## src/hw/rtl/cslm_pkg.sv

```systemverilog
package cslm_pkg;

   localparam int MAX_SCOPES_DEFAULT = 16;

   localparam int ACTION_W = 2;
   localparam int ADDR_W   = 64;
   localparam int PREFIX_W = 8;
   localparam int HIT_W    = 4;
   localparam int STATUS_W = 2;

   localparam int V4_BITS   = 32;
   localparam int V6_BITS   = 128;
   localparam int HALF_BITS = 64;

   localparam logic [ACTION_W-1:0] ACT_CLEAR = 2'd0;
   localparam logic [ACTION_W-1:0] ACT_ADD   = 2'd1;
   localparam logic [ACTION_W-1:0] ACT_MATCH = 2'd2;

   localparam logic [STATUS_W-1:0] STATUS_OK    = 2'd0;
   localparam logic [STATUS_W-1:0] STATUS_FULL  = 2'd1;
   localparam logic [STATUS_W-1:0] STATUS_RANGE = 2'd2;

   // Client address halves that mark an IPv4-mapped IPv6 address.
   localparam logic [ADDR_W-1:0] MAPPED_HIGH     = '0;
   localparam logic [31:0]       MAPPED_LOW_HIGH = 32'h0000_FFFF;

   typedef struct packed {
      logic                family;
      logic [ADDR_W-1:0]   net_high;
      logic [ADDR_W-1:0]   net_low;
      logic [PREFIX_W-1:0] prefix;
   } entry_type;

   typedef struct packed {
      logic [ADDR_W-1:0] masked_high;
      logic [ADDR_W-1:0] masked_low;
      logic              hit;
   } cmp_result_type;

   // Mask with p leading ones in 64 bits; p of 64 or more gives all ones.
   function automatic logic [ADDR_W-1:0] lead_ones(input logic [PREFIX_W-1:0] p);
      logic [ADDR_W-1:0] m;
      if (p >= PREFIX_W'(HALF_BITS)) begin
         m = '1;
      end else begin
         m = ~({ADDR_W{1'b1}} >> p[5:0]);
      end
      return m;
   endfunction

endpackage

```

## src/hw/rtl/cslm_channels.sv

```systemverilog
interface cslm_req_if import cslm_pkg::*; ();
   logic                valid;
   logic                ready;
   logic [ACTION_W-1:0] action;
   logic                family;
   logic [ADDR_W-1:0]   address_high;
   logic [ADDR_W-1:0]   address_low;
   logic [PREFIX_W-1:0] prefix_length;

   modport source (output valid, action, family, address_high, address_low, prefix_length,
                   input ready);
   modport sink (input valid, action, family, address_high, address_low, prefix_length,
                 output ready);
endinterface

interface cslm_rsp_if import cslm_pkg::*; ();
   logic                valid;
   logic                ready;
   logic                matched;
   logic [HIT_W-1:0]    hit_index;
   logic [STATUS_W-1:0] status;

   modport source (output valid, matched, hit_index, status, input ready);
   modport sink (input valid, matched, hit_index, status, output ready);
endinterface

```

## src/hw/rtl/cidr_scope_list_matcher.sv

```systemverilog
// Sequence: a clear or unused item goes straight to the done state and an
// add through the add state; a match walks the stored scopes one entry per
// cycle up to the first hit or the last entry, then goes to the done state.
// Throughput: one item at a time; the next item is taken once the
// result has moved into the output register, which waits while a result is
// unread. Reset is synchronous, active high, empties the table, holds ready low.
module cidr_scope_list_matcher import cslm_pkg::*; #(
   parameter int MAX_SCOPES = MAX_SCOPES_DEFAULT
) (
   input  logic       clock,
   input  logic       reset,
   cslm_req_if.sink   req_chan,
   cslm_rsp_if.source rsp_chan
);

   // Index width for the table, and count width that also holds a full table.
   localparam int IDX_W = (MAX_SCOPES > 1) ? $clog2(MAX_SCOPES) : 1;
   localparam int CNT_W = $clog2(MAX_SCOPES + 1);

   // Sequencer states.
   localparam logic [1:0] S_IDLE = 2'd0;
   localparam logic [1:0] S_ADD  = 2'd1;
   localparam logic [1:0] S_SCAN = 2'd2;
   localparam logic [1:0] S_DONE = 2'd3;

   logic [1:0] state_ff, state_in;

   // The accepted item is held for the whole of its work.
   logic                family_ff;
   logic [ADDR_W-1:0]   client_hi_ff;
   logic [ADDR_W-1:0]   client_lo_ff;
   logic [PREFIX_W-1:0] prefix_ff;

   logic [CNT_W-1:0] count_ff, count_in;
   logic [IDX_W-1:0] idx_ff, idx_in;

   logic                res_matched_ff, res_matched_in;
   logic [HIT_W-1:0]    res_hit_ff, res_hit_in;
   logic [STATUS_W-1:0] res_status_ff, res_status_in;

   logic                rsp_valid_ff, rsp_valid_in;
   logic                rsp_matched_ff, rsp_matched_in;
   logic [HIT_W-1:0]    rsp_hit_ff, rsp_hit_in;
   logic [STATUS_W-1:0] rsp_status_ff, rsp_status_in;

   // Scope table. It is written only at the fill count and its entries are used
   // only below it, so it needs no reset.
   entry_type        table_mem [MAX_SCOPES];
   entry_type        rd_ff;
   logic [IDX_W-1:0] rd_addr;
   logic             wr_en;
   entry_type        wr_data;

   cmp_result_type cmp;
   logic           accept;
   logic           prefix_over;
   logic           scan_last;

   assign req_chan.ready = (state_ff == S_IDLE) && !reset;
   assign accept = req_chan.valid && req_chan.ready;

   assign rsp_chan.valid     = rsp_valid_ff;
   assign rsp_chan.matched   = rsp_matched_ff;
   assign rsp_chan.hit_index = rsp_hit_ff;
   assign rsp_chan.status    = rsp_status_ff;

   // The one mask and compare unit serves both the add (masking the new
   // scope) and the match walk (masking the client with each stored prefix).
   cslm_mask_unit u_mask (
      .mask_family   ((state_ff == S_SCAN) ? rd_ff.family : family_ff),
      .mask_prefix   ((state_ff == S_SCAN) ? rd_ff.prefix : prefix_ff),
      .client_family (family_ff),
      .client_high   (client_hi_ff),
      .client_low    (client_lo_ff),
      .ref_high      (rd_ff.net_high),
      .ref_low       (rd_ff.net_low),
      .result        (cmp)
   );

   assign prefix_over = family_ff ? (prefix_ff > PREFIX_W'(V6_BITS)) :
                                    (prefix_ff > PREFIX_W'(V4_BITS));
   assign scan_last = ((CNT_W'(idx_ff) + CNT_W'(1)) == count_ff);

   assign wr_data.family   = family_ff;
   assign wr_data.net_high = cmp.masked_high;
   assign wr_data.net_low  = cmp.masked_low;
   assign wr_data.prefix   = prefix_ff;

   always_comb begin
      state_in       = state_ff;
      count_in       = count_ff;
      idx_in         = idx_ff;
      res_matched_in = res_matched_ff;
      res_hit_in     = res_hit_ff;
      res_status_in  = res_status_ff;
      rsp_valid_in   = rsp_valid_ff;
      rsp_matched_in = rsp_matched_ff;
      rsp_hit_in     = rsp_hit_ff;
      rsp_status_in  = rsp_status_ff;
      wr_en          = 1'b0;
      rd_addr        = '0;

      if (rsp_valid_ff && rsp_chan.ready) begin
         rsp_valid_in = 1'b0;
      end

      unique case (state_ff)
         S_IDLE: begin
            // The walk reads entry zero while the item is being taken.
            if (accept) begin
               res_matched_in = 1'b0;
               res_hit_in     = '0;
               res_status_in  = STATUS_OK;
               idx_in         = '0;
               unique case (req_chan.action)
                  ACT_CLEAR: begin
                     count_in = '0;
                     state_in = S_DONE;
                  end
                  ACT_ADD: begin
                     state_in = S_ADD;
                  end
                  ACT_MATCH: begin
                     state_in = (count_ff == '0) ? S_DONE : S_SCAN;
                  end
                  default: begin
                     state_in = S_DONE;
                  end
               endcase
            end
         end
         S_ADD: begin
            // A bad prefix is reported before a full table.
            if (prefix_over) begin
               res_status_in = STATUS_RANGE;
            end else if (count_ff == CNT_W'(MAX_SCOPES)) begin
               res_status_in = STATUS_FULL;
            end else begin
               wr_en    = 1'b1;
               count_in = count_ff + CNT_W'(1);
            end
            state_in = S_DONE;
         end
         S_SCAN: begin
            if (cmp.hit) begin
               res_matched_in = 1'b1;
               res_hit_in     = HIT_W'(idx_ff);
               state_in       = S_DONE;
            end else if (scan_last) begin
               state_in = S_DONE;
            end else begin
               idx_in  = idx_ff + IDX_W'(1);
               rd_addr = idx_ff + IDX_W'(1);
            end
         end
         S_DONE: begin
            if (!rsp_valid_ff || rsp_chan.ready) begin
               rsp_valid_in   = 1'b1;
               rsp_matched_in = res_matched_ff;
               rsp_hit_in     = res_hit_ff;
               rsp_status_in  = res_status_ff;
               state_in       = S_IDLE;
            end
         end
         default: begin
            state_in = S_IDLE;
         end
      endcase
   end

   always_ff @(posedge clock) begin
      if (reset) begin
         state_ff     <= S_IDLE;
         count_ff     <= '0;
         rsp_valid_ff <= 1'b0;
      end else begin
         state_ff     <= state_in;
         count_ff     <= count_in;
         rsp_valid_ff <= rsp_valid_in;
      end
   end

   always_ff @(posedge clock) begin
      if (accept) begin
         family_ff    <= req_chan.family;
         client_hi_ff <= req_chan.address_high;
         client_lo_ff <= req_chan.address_low;
         prefix_ff    <= req_chan.prefix_length;
      end
      idx_ff         <= idx_in;
      res_matched_ff <= res_matched_in;
      res_hit_ff     <= res_hit_in;
      res_status_ff  <= res_status_in;
      rsp_matched_ff <= rsp_matched_in;
      rsp_hit_ff     <= rsp_hit_in;
      rsp_status_ff  <= rsp_status_in;
   end

   // The table write address is the fill count, which stays below the depth
   // whenever a write happens.
   always_ff @(posedge clock) begin
      if (wr_en) begin
         table_mem[count_ff[IDX_W-1:0]] <= wr_data;
      end
      rd_ff <= table_mem[rd_addr];
   end

endmodule

```

## src/hw/rtl/cslm_mask_unit.sv

```systemverilog
// Shared prefix mask and compare unit. It masks the client address to the
// given prefix, and compares the masked value with a stored scope.
module cslm_mask_unit import cslm_pkg::*; (
   input  logic                mask_family,
   input  logic [PREFIX_W-1:0] mask_prefix,
   input  logic                client_family,
   input  logic [ADDR_W-1:0]   client_high,
   input  logic [ADDR_W-1:0]   client_low,
   input  logic [ADDR_W-1:0]   ref_high,
   input  logic [ADDR_W-1:0]   ref_low,
   output cmp_result_type      result
);

   logic [PREFIX_W-1:0] p_high;
   logic [PREFIX_W-1:0] p_low;
   logic [ADDR_W-1:0]   upper_mask;
   logic [ADDR_W-1:0]   lower_mask;
   logic                mapped;

   // For IPv4 the upper mask doubles as the 32-bit mask in its top half.
   always_comb begin
      if (mask_family) begin
         p_high = (mask_prefix > PREFIX_W'(HALF_BITS)) ? PREFIX_W'(HALF_BITS) : mask_prefix;
         p_low  = (mask_prefix > PREFIX_W'(HALF_BITS)) ?
                  PREFIX_W'(mask_prefix - PREFIX_W'(HALF_BITS)) : '0;
      end else begin
         p_high = (mask_prefix > PREFIX_W'(V4_BITS)) ? PREFIX_W'(V4_BITS) : mask_prefix;
         p_low  = '0;
      end
   end

   assign upper_mask = lead_ones(p_high);
   assign lower_mask = lead_ones(p_low);

   assign mapped = client_family && (client_high == MAPPED_HIGH) &&
                   (client_low[63:32] == MAPPED_LOW_HIGH);

   always_comb begin
      if (mask_family) begin
         result.masked_high = client_high & upper_mask;
         result.masked_low  = client_low & lower_mask;
         result.hit = client_family && !mapped &&
                      (result.masked_high == ref_high) && (result.masked_low == ref_low);
      end else begin
         result.masked_high = '0;
         result.masked_low  = {32'b0, client_low[31:0] & upper_mask[63:32]};
         result.hit = (!client_family || mapped) && (result.masked_low == ref_low);
      end
   end

endmodule

```

## src/flat_wrapper.sv

```systemverilog
// flat-port wrapper written by rule: the top's interface ports become plain ports
module cidr_scope_list_matcher_flat import cslm_pkg::*;
#(
   parameter int MAX_SCOPES = MAX_SCOPES_DEFAULT
)
  (clock, reset, req_chan_valid, req_chan_action, req_chan_family, req_chan_address_high, req_chan_address_low, req_chan_prefix_length, req_chan_ready, rsp_chan_valid, rsp_chan_matched, rsp_chan_hit_index, rsp_chan_status, rsp_chan_ready);
  cslm_req_if req_chan_i ();
  cslm_rsp_if rsp_chan_i ();
  input  logic clock;
  input  logic reset;
  input wire logic [$bits(req_chan_i.valid)-1:0] req_chan_valid;
  input wire logic [$bits(req_chan_i.action)-1:0] req_chan_action;
  input wire logic [$bits(req_chan_i.family)-1:0] req_chan_family;
  input wire logic [$bits(req_chan_i.address_high)-1:0] req_chan_address_high;
  input wire logic [$bits(req_chan_i.address_low)-1:0] req_chan_address_low;
  input wire logic [$bits(req_chan_i.prefix_length)-1:0] req_chan_prefix_length;
  output wire logic [$bits(req_chan_i.ready)-1:0] req_chan_ready;
  output wire logic [$bits(rsp_chan_i.valid)-1:0] rsp_chan_valid;
  output wire logic [$bits(rsp_chan_i.matched)-1:0] rsp_chan_matched;
  output wire logic [$bits(rsp_chan_i.hit_index)-1:0] rsp_chan_hit_index;
  output wire logic [$bits(rsp_chan_i.status)-1:0] rsp_chan_status;
  input wire logic [$bits(rsp_chan_i.ready)-1:0] rsp_chan_ready;
  assign req_chan_i.valid = req_chan_valid;
  assign req_chan_i.action = req_chan_action;
  assign req_chan_i.family = req_chan_family;
  assign req_chan_i.address_high = req_chan_address_high;
  assign req_chan_i.address_low = req_chan_address_low;
  assign req_chan_i.prefix_length = req_chan_prefix_length;
  assign req_chan_ready = req_chan_i.ready;
  assign rsp_chan_valid = rsp_chan_i.valid;
  assign rsp_chan_matched = rsp_chan_i.matched;
  assign rsp_chan_hit_index = rsp_chan_i.hit_index;
  assign rsp_chan_status = rsp_chan_i.status;
  assign rsp_chan_i.ready = rsp_chan_ready;
  cidr_scope_list_matcher #(.MAX_SCOPES(MAX_SCOPES)) u_core (.clock(clock), .reset(reset), .req_chan(req_chan_i), .rsp_chan(rsp_chan_i));
endmodule
```

## config.mk

```make
export PLATFORM = sky130hd
export DESIGN_NAME = cidr_scope_list_matcher_flat
export DESIGN_NICKNAME = d
export VERILOG_FILES = /design/src/hw/rtl/cslm_pkg.sv /design/src/hw/rtl/cslm_channels.sv /design/src/hw/rtl/cidr_scope_list_matcher.sv /design/src/hw/rtl/cslm_mask_unit.sv /design/src/flat_wrapper.sv
export SDC_FILE = /design/constraint.sdc
export NUM_CORES = 2
export LEC_CHECK = 0
export BUFFER_PORTS_ARGS = -buffer_cell sky130_fd_sc_hd__buf_2
export CAP_MARGIN = 10
export CORE_MARGIN = 4
export CORE_UTILIZATION = 30
export DETAILED_ROUTE_END_ITERATION = 8
export MAX_ROUTING_LAYER = met4
export PLACE_DENSITY = 0.41
export SETUP_SLACK_MARGIN = 0.05
export SLEW_MARGIN = 5
export SYNTH_ARGS = -nofsm -noshare
export SYNTH_HDL_FRONTEND = slang
export SYNTH_HIERARCHICAL = 1
export SYNTH_SLANG_ARGS = --single-unit
```

## constraint.sdc

```tcl
create_clock -name clock -period 23.8 [get_ports clock]
set_input_delay 1.19 -clock clock [delete_from_list [all_inputs] [get_ports clock]]
set_output_delay 1.19 -clock clock [all_outputs]
set_load 0.03 [all_outputs]
```

==> results.md <==
* Die Width at 596.1 um
* Die ar. at 355,300 um^2
* RD Place Congestion at 0.9871
* F_max at 94.30 MHz
* Max-Cap Viols at 0
* CP endpoint kind: flip-flop
* DP Wirelength at 249,100 um
* Layout Cells excl Fill at 12,264
* Vias after detailed routing at 69,211
* Post-synth ARST share at 0%
* Met2 GRT Util at 37.57%
* RSZ-0062 raised after global routing: false
* Post-DR vias/cell at 5.643
* # IOs at 152
* Outcome: complete, no violations
* Final setup TNS at 0 ns
* # setup viols final at 0
* Max-slew headroom at 10.49%
* Grt met1 use at 31.45%
* I/O Buffers at 151
* Sequential cell area at 73,380 um^2
* DRC at 0
* Reg power frac at 35.3%
* Routed len/inst at 34.41 um
* Ys Warns at 6
* Worst-path fanout max at 53
* Synth Register Bits at 2,492
* Met3 global-route usage at 2.634%
* Total CTS buffers at 295
* Initial antenna violation count at 19
* Fraction of layout cells with a size suffix above 1 at 11.30%
* TritonCTS clock tree: yes
* Synth cell types at 94
* Net Switching at 6.873 mW
* Area Growth Syn to Fin at 15.05%
* Post_cts resized at 0
* Critical path class: flip-flop to flip-flop
* CP Launch Type: flip-flop
* Pwr dens at 138.4 nW/um^2
* Initial Util at 30.18%
* Power share of the clock group at 26.6%
* Clk sinks at 2,492
* Arrival time at the worst endpoint at 11.41 ns
* Cell internal pwr at 9.643 mW
* Initial DRT Pass Iterations at 6
* GRT Overall Usage at 23.60%
* Max Root-Sink Buffers at 4
* Core area at 343,800 um^2
* Final net count at 7,613
* Prevailing post-synth register cell: edfxtp_1
* Clock Latency Late Sink at 0.93 ns
* First-pass GRT wire length at 574,000 um
* Post-synth EDFFs at 2,347
* Mapped Nets at 7,529
* Initial DRC count at 7,004
* DP Cell Count at 11,713
* Die height at 596.1 um
* Vias in the first global route at 67,066
* Switching share of total power at 41.61%
* Routed WL at 422,000 um
* Mapped Avg Cell Area at 14.07 um^2
* Clock root cell: clkbuf_16
* H-tree depth at 5
* Post-Route Skew at 0.04630 ns
* Final hold violations at 0
* Global route overflow at 0
* Slew Limit Fails at 0
* Detail Route Antenna Nets at 0
* Logic pwr share at 38.1%
* Final Cycle Share at 44.55%
* Post-synth design cell area at 103,800 um^2
* Fin crit period at 10.60 ns
* Post-CTS setup buffers at 0
* Peak supply drop at 138.5 uV
* Register area share after synthesis at 70.73%
* FILL cells at 33,244
* Multi-input logic area at 28,000 um^2
* WP data required at 24.61 ns
* Leak Pwr at 39.02 nW
* Hold Path Class: flip-flop to flip-flop
* Largest net degree at the start of global routing at 171
* Cells after Synth at 7,372
* Worst-margin pin slew at 1.336 ns
* Reg clk slew, reported paths at 0.06 ns
* Cell Rows at 215
* Hold buffer count at cts at 0
* Gr busiest metal: met2
* Final Util at 34.72%
-- cell type report --
type,instances,share of cell area [%]
Antenna cell,10,0.02096
Clock buffer,399,6.715
Clock inverter,139,1.078
Inverter,71,0.2421
Multi-Input combinational cell,4224,23.46
Sequential cell,2492,61.48
Tap cell,4557,4.777
Timing Repair Buffer,372,2.235
-- logic make-up after synthesis --
kind of cell             share of synthesized area (%)
AO/OA/AOI/OAI                                    13.94
XOR/XNOR                                        0.6838
adder cells (fa/ha/maj)                         0.1688
buffers and inverters                            2.528
flip-flops                                       70.73
multiplexers                                     5.386
AND/OR/NAND/NOR                                  6.569
-- cell usage in the layout (no fill, tap or decap), types with 12 or more instances in the layout --
| master | netlist | routed |
|---|---|---|
| nor3_1 | 40 | 37 |
| a22oi_1 | 139 | 139 |
| a2111oi_0 | 140 | 137 |
| nand2b_1 | 21 | 20 |
| o21a_1 | 29 | 29 |
| mux2i_1 | 547 | 547 |
| o32ai_1 | 144 | 143 |
| nor2b_1 | 29 | 28 |
| nand2_1 | 401 | 400 |
| clkbuf_16 | 0 | 297 |
| clkbuf_1 | 439 | 82 |
| o311ai_0 | 61 | 60 |
| clkinv_2 | 0 | 43 |
| a31oi_1 | 144 | 143 |
| o21ai_0 | 512 | 502 |
| o22ai_1 | 24 | 23 |
| bufinv_16 | 0 | 16 |
| edfxtp_1 | 2347 | 2347 |
| o21ai_1 | 5 | 12 |
| and2_1 | 24 | 24 |
| o311ai_1 | 79 | 80 |
| dfxtp_1 | 145 | 145 |
| o211ai_1 | 26 | 26 |
| clkinv_1 | 1 | 54 |
| nor4b_1 | 145 | 145 |
| xnor2_1 | 40 | 39 |
| a211oi_1 | 19 | 17 |
| buf_4 | 7 | 197 |
| nor2_1 | 110 | 105 |
| inv_1 | 70 | 66 |
| nor4_1 | 48 | 47 |
| nand4_1 | 32 | 32 |
| and3_1 | 161 | 161 |
| clkbuf_8 | 0 | 22 |
| buf_12 | 0 | 19 |
| buf_2 | 95 | 153 |
| ha_1 | 14 | 13 |
| xor2_1 | 41 | 40 |
| nand3_1 | 161 | 161 |
| a21oi_1 | 889 | 887 |
-- synthesized netlist by cell type, drive strengths merged, types with 11 or more instances --
| master | n | area, um^2 |
|---|---|---|
| a22oi | 139 | 1044 |
| xor2 | 41 | 359.1 |
| nor4b | 147 | 1309 |
| nor2 | 111 | 424.2 |
| nand2b | 21 | 131.4 |
| nand4 | 32 | 200.2 |
| o22ai | 25 | 162.6 |
| a31oi | 144 | 900.9 |
| a2111oi | 143 | 1266 |
| a21oi | 890 | 4458 |
| edfxtp | 2347 | 70480 |
| a211oi | 21 | 175.2 |
| mux2i | 547 | 5475 |
| and3 | 161 | 1007 |
| o311ai | 140 | 1226 |
| dfxtp | 145 | 2903 |
| xnor2 | 40 | 350.3 |
| nand3 | 161 | 805.8 |
| ha | 14 | 175.2 |
| o211ai | 31 | 257.8 |
| nor2b | 29 | 181.4 |
| nor3 | 41 | 210.2 |
| a21boi | 12 | 90.09 |
| buf | 146 | 708.2 |
| nor4 | 51 | 346.6 |
| nand2 | 401 | 1505 |
| o32ai | 144 | 1261 |
| inv | 70 | 262.8 |
| o21ai | 521 | 2630 |
| or3 | 11 | 68.82 |
| o21a | 29 | 217.7 |
| clkbuf | 439 | 1648 |
| and2 | 24 | 150.1 |
-- path summary, 6_finish.rpt --
kind,start,to,slack [ns],cells past startpoint
worst max register to register,u_core/state_ff[0]$_SDFFE_PP0P_,u_core/rd_ff[32]$_DFF_P_,13.20,24
worst min-delay path,u_core/res_status_ff[0]$_SDFFCE_PN0P_,u_core/rsp_chan.status[0]$_DFFE_PP_,0.42,0
worst min register to register,u_core/res_status_ff[0]$_SDFFCE_PN0P_,u_core/rsp_chan.status[0]$_DFFE_PP_,0.42,0
worst max-delay path,u_core/state_ff[0]$_SDFFE_PP0P_,u_core/rd_ff[32]$_DFF_P_,13.20,24
-- state kept, by name, indices dropped and copies added, names as in the netlist, 2 cells and up --
register / count
u_core/client_hi_ff: 64
u_core/client_lo_ff: 64
u_core/count_ff: 5
u_core/idx_ff: 4
u_core/prefix_ff: 8
u_core/rd_ff: 137
u_core/res_hit_ff: 4
u_core/res_status_ff: 2
u_core/rsp_chan.hit_index: 4
u_core/rsp_chan.status: 2
u_core/state_ff: 2
u_core/table_mem: 2192
-- power by group through the flow --
stage | Clock, mW | Sequential, mW | Combinational (mW)
floorplan | 0 | 5.57 | 3.84
global placement | 0 | 5.93 | 6.22
detailed placement | 0 | 5.92 | 6.26
CTS | 4.50 | 5.83 | 6.28
global route | 4.68 | 5.83 | 6.72
finish | 4.39 | 5.83 | 6.29
-- worst max-delay path, cell delays in order (launching register included) --
cell and delay [ns]:
dfxtp_1 0.39, inv_1 0.09, ha_1 0.20, buf_4 0.23, o21ai_1 0.80, inv_1 0.12, ha_1 0.25, buf_4 0.27
nand2b_1 0.61, a211oi_4 0.51, buf_4 0.57, o21a_1 0.65, xnor2_1 0.26, nand4_1 0.14, nor4_1 0.71, nand4_1 0.21
nor3_1 0.31, a31o_1 0.47, nand2b_4 0.56, a21oi_1 0.14, nand2_4 0.67, buf_4 0.85, buf_4 0.71, a22oi_1 0.20
o32ai_1 0.31
-- metrics by stage --
stage	total power [mW]	setup slack [ns]	instance area, um^2	hold WS (ns)
finish	16.52	13.20	119400	0.4205
CTS	16.61	13.35	119300	0.3676
detailed placement	12.18	13.39	110000	0.4110
global route	17.23	12.96	119300	0.4127
global placement	12.15	12.46	110000	0.4239
floorplan	9.410	11.39	103800	0.4003
-- metal layers --
layer	vias up	part of all wire, %
met5	-	0
met4	0	3.8
met3	631	5.2
met2	2435	47
met1	36536	44
li1	29609	-
No activity file was read; power rests on OpenSTA's default activity.
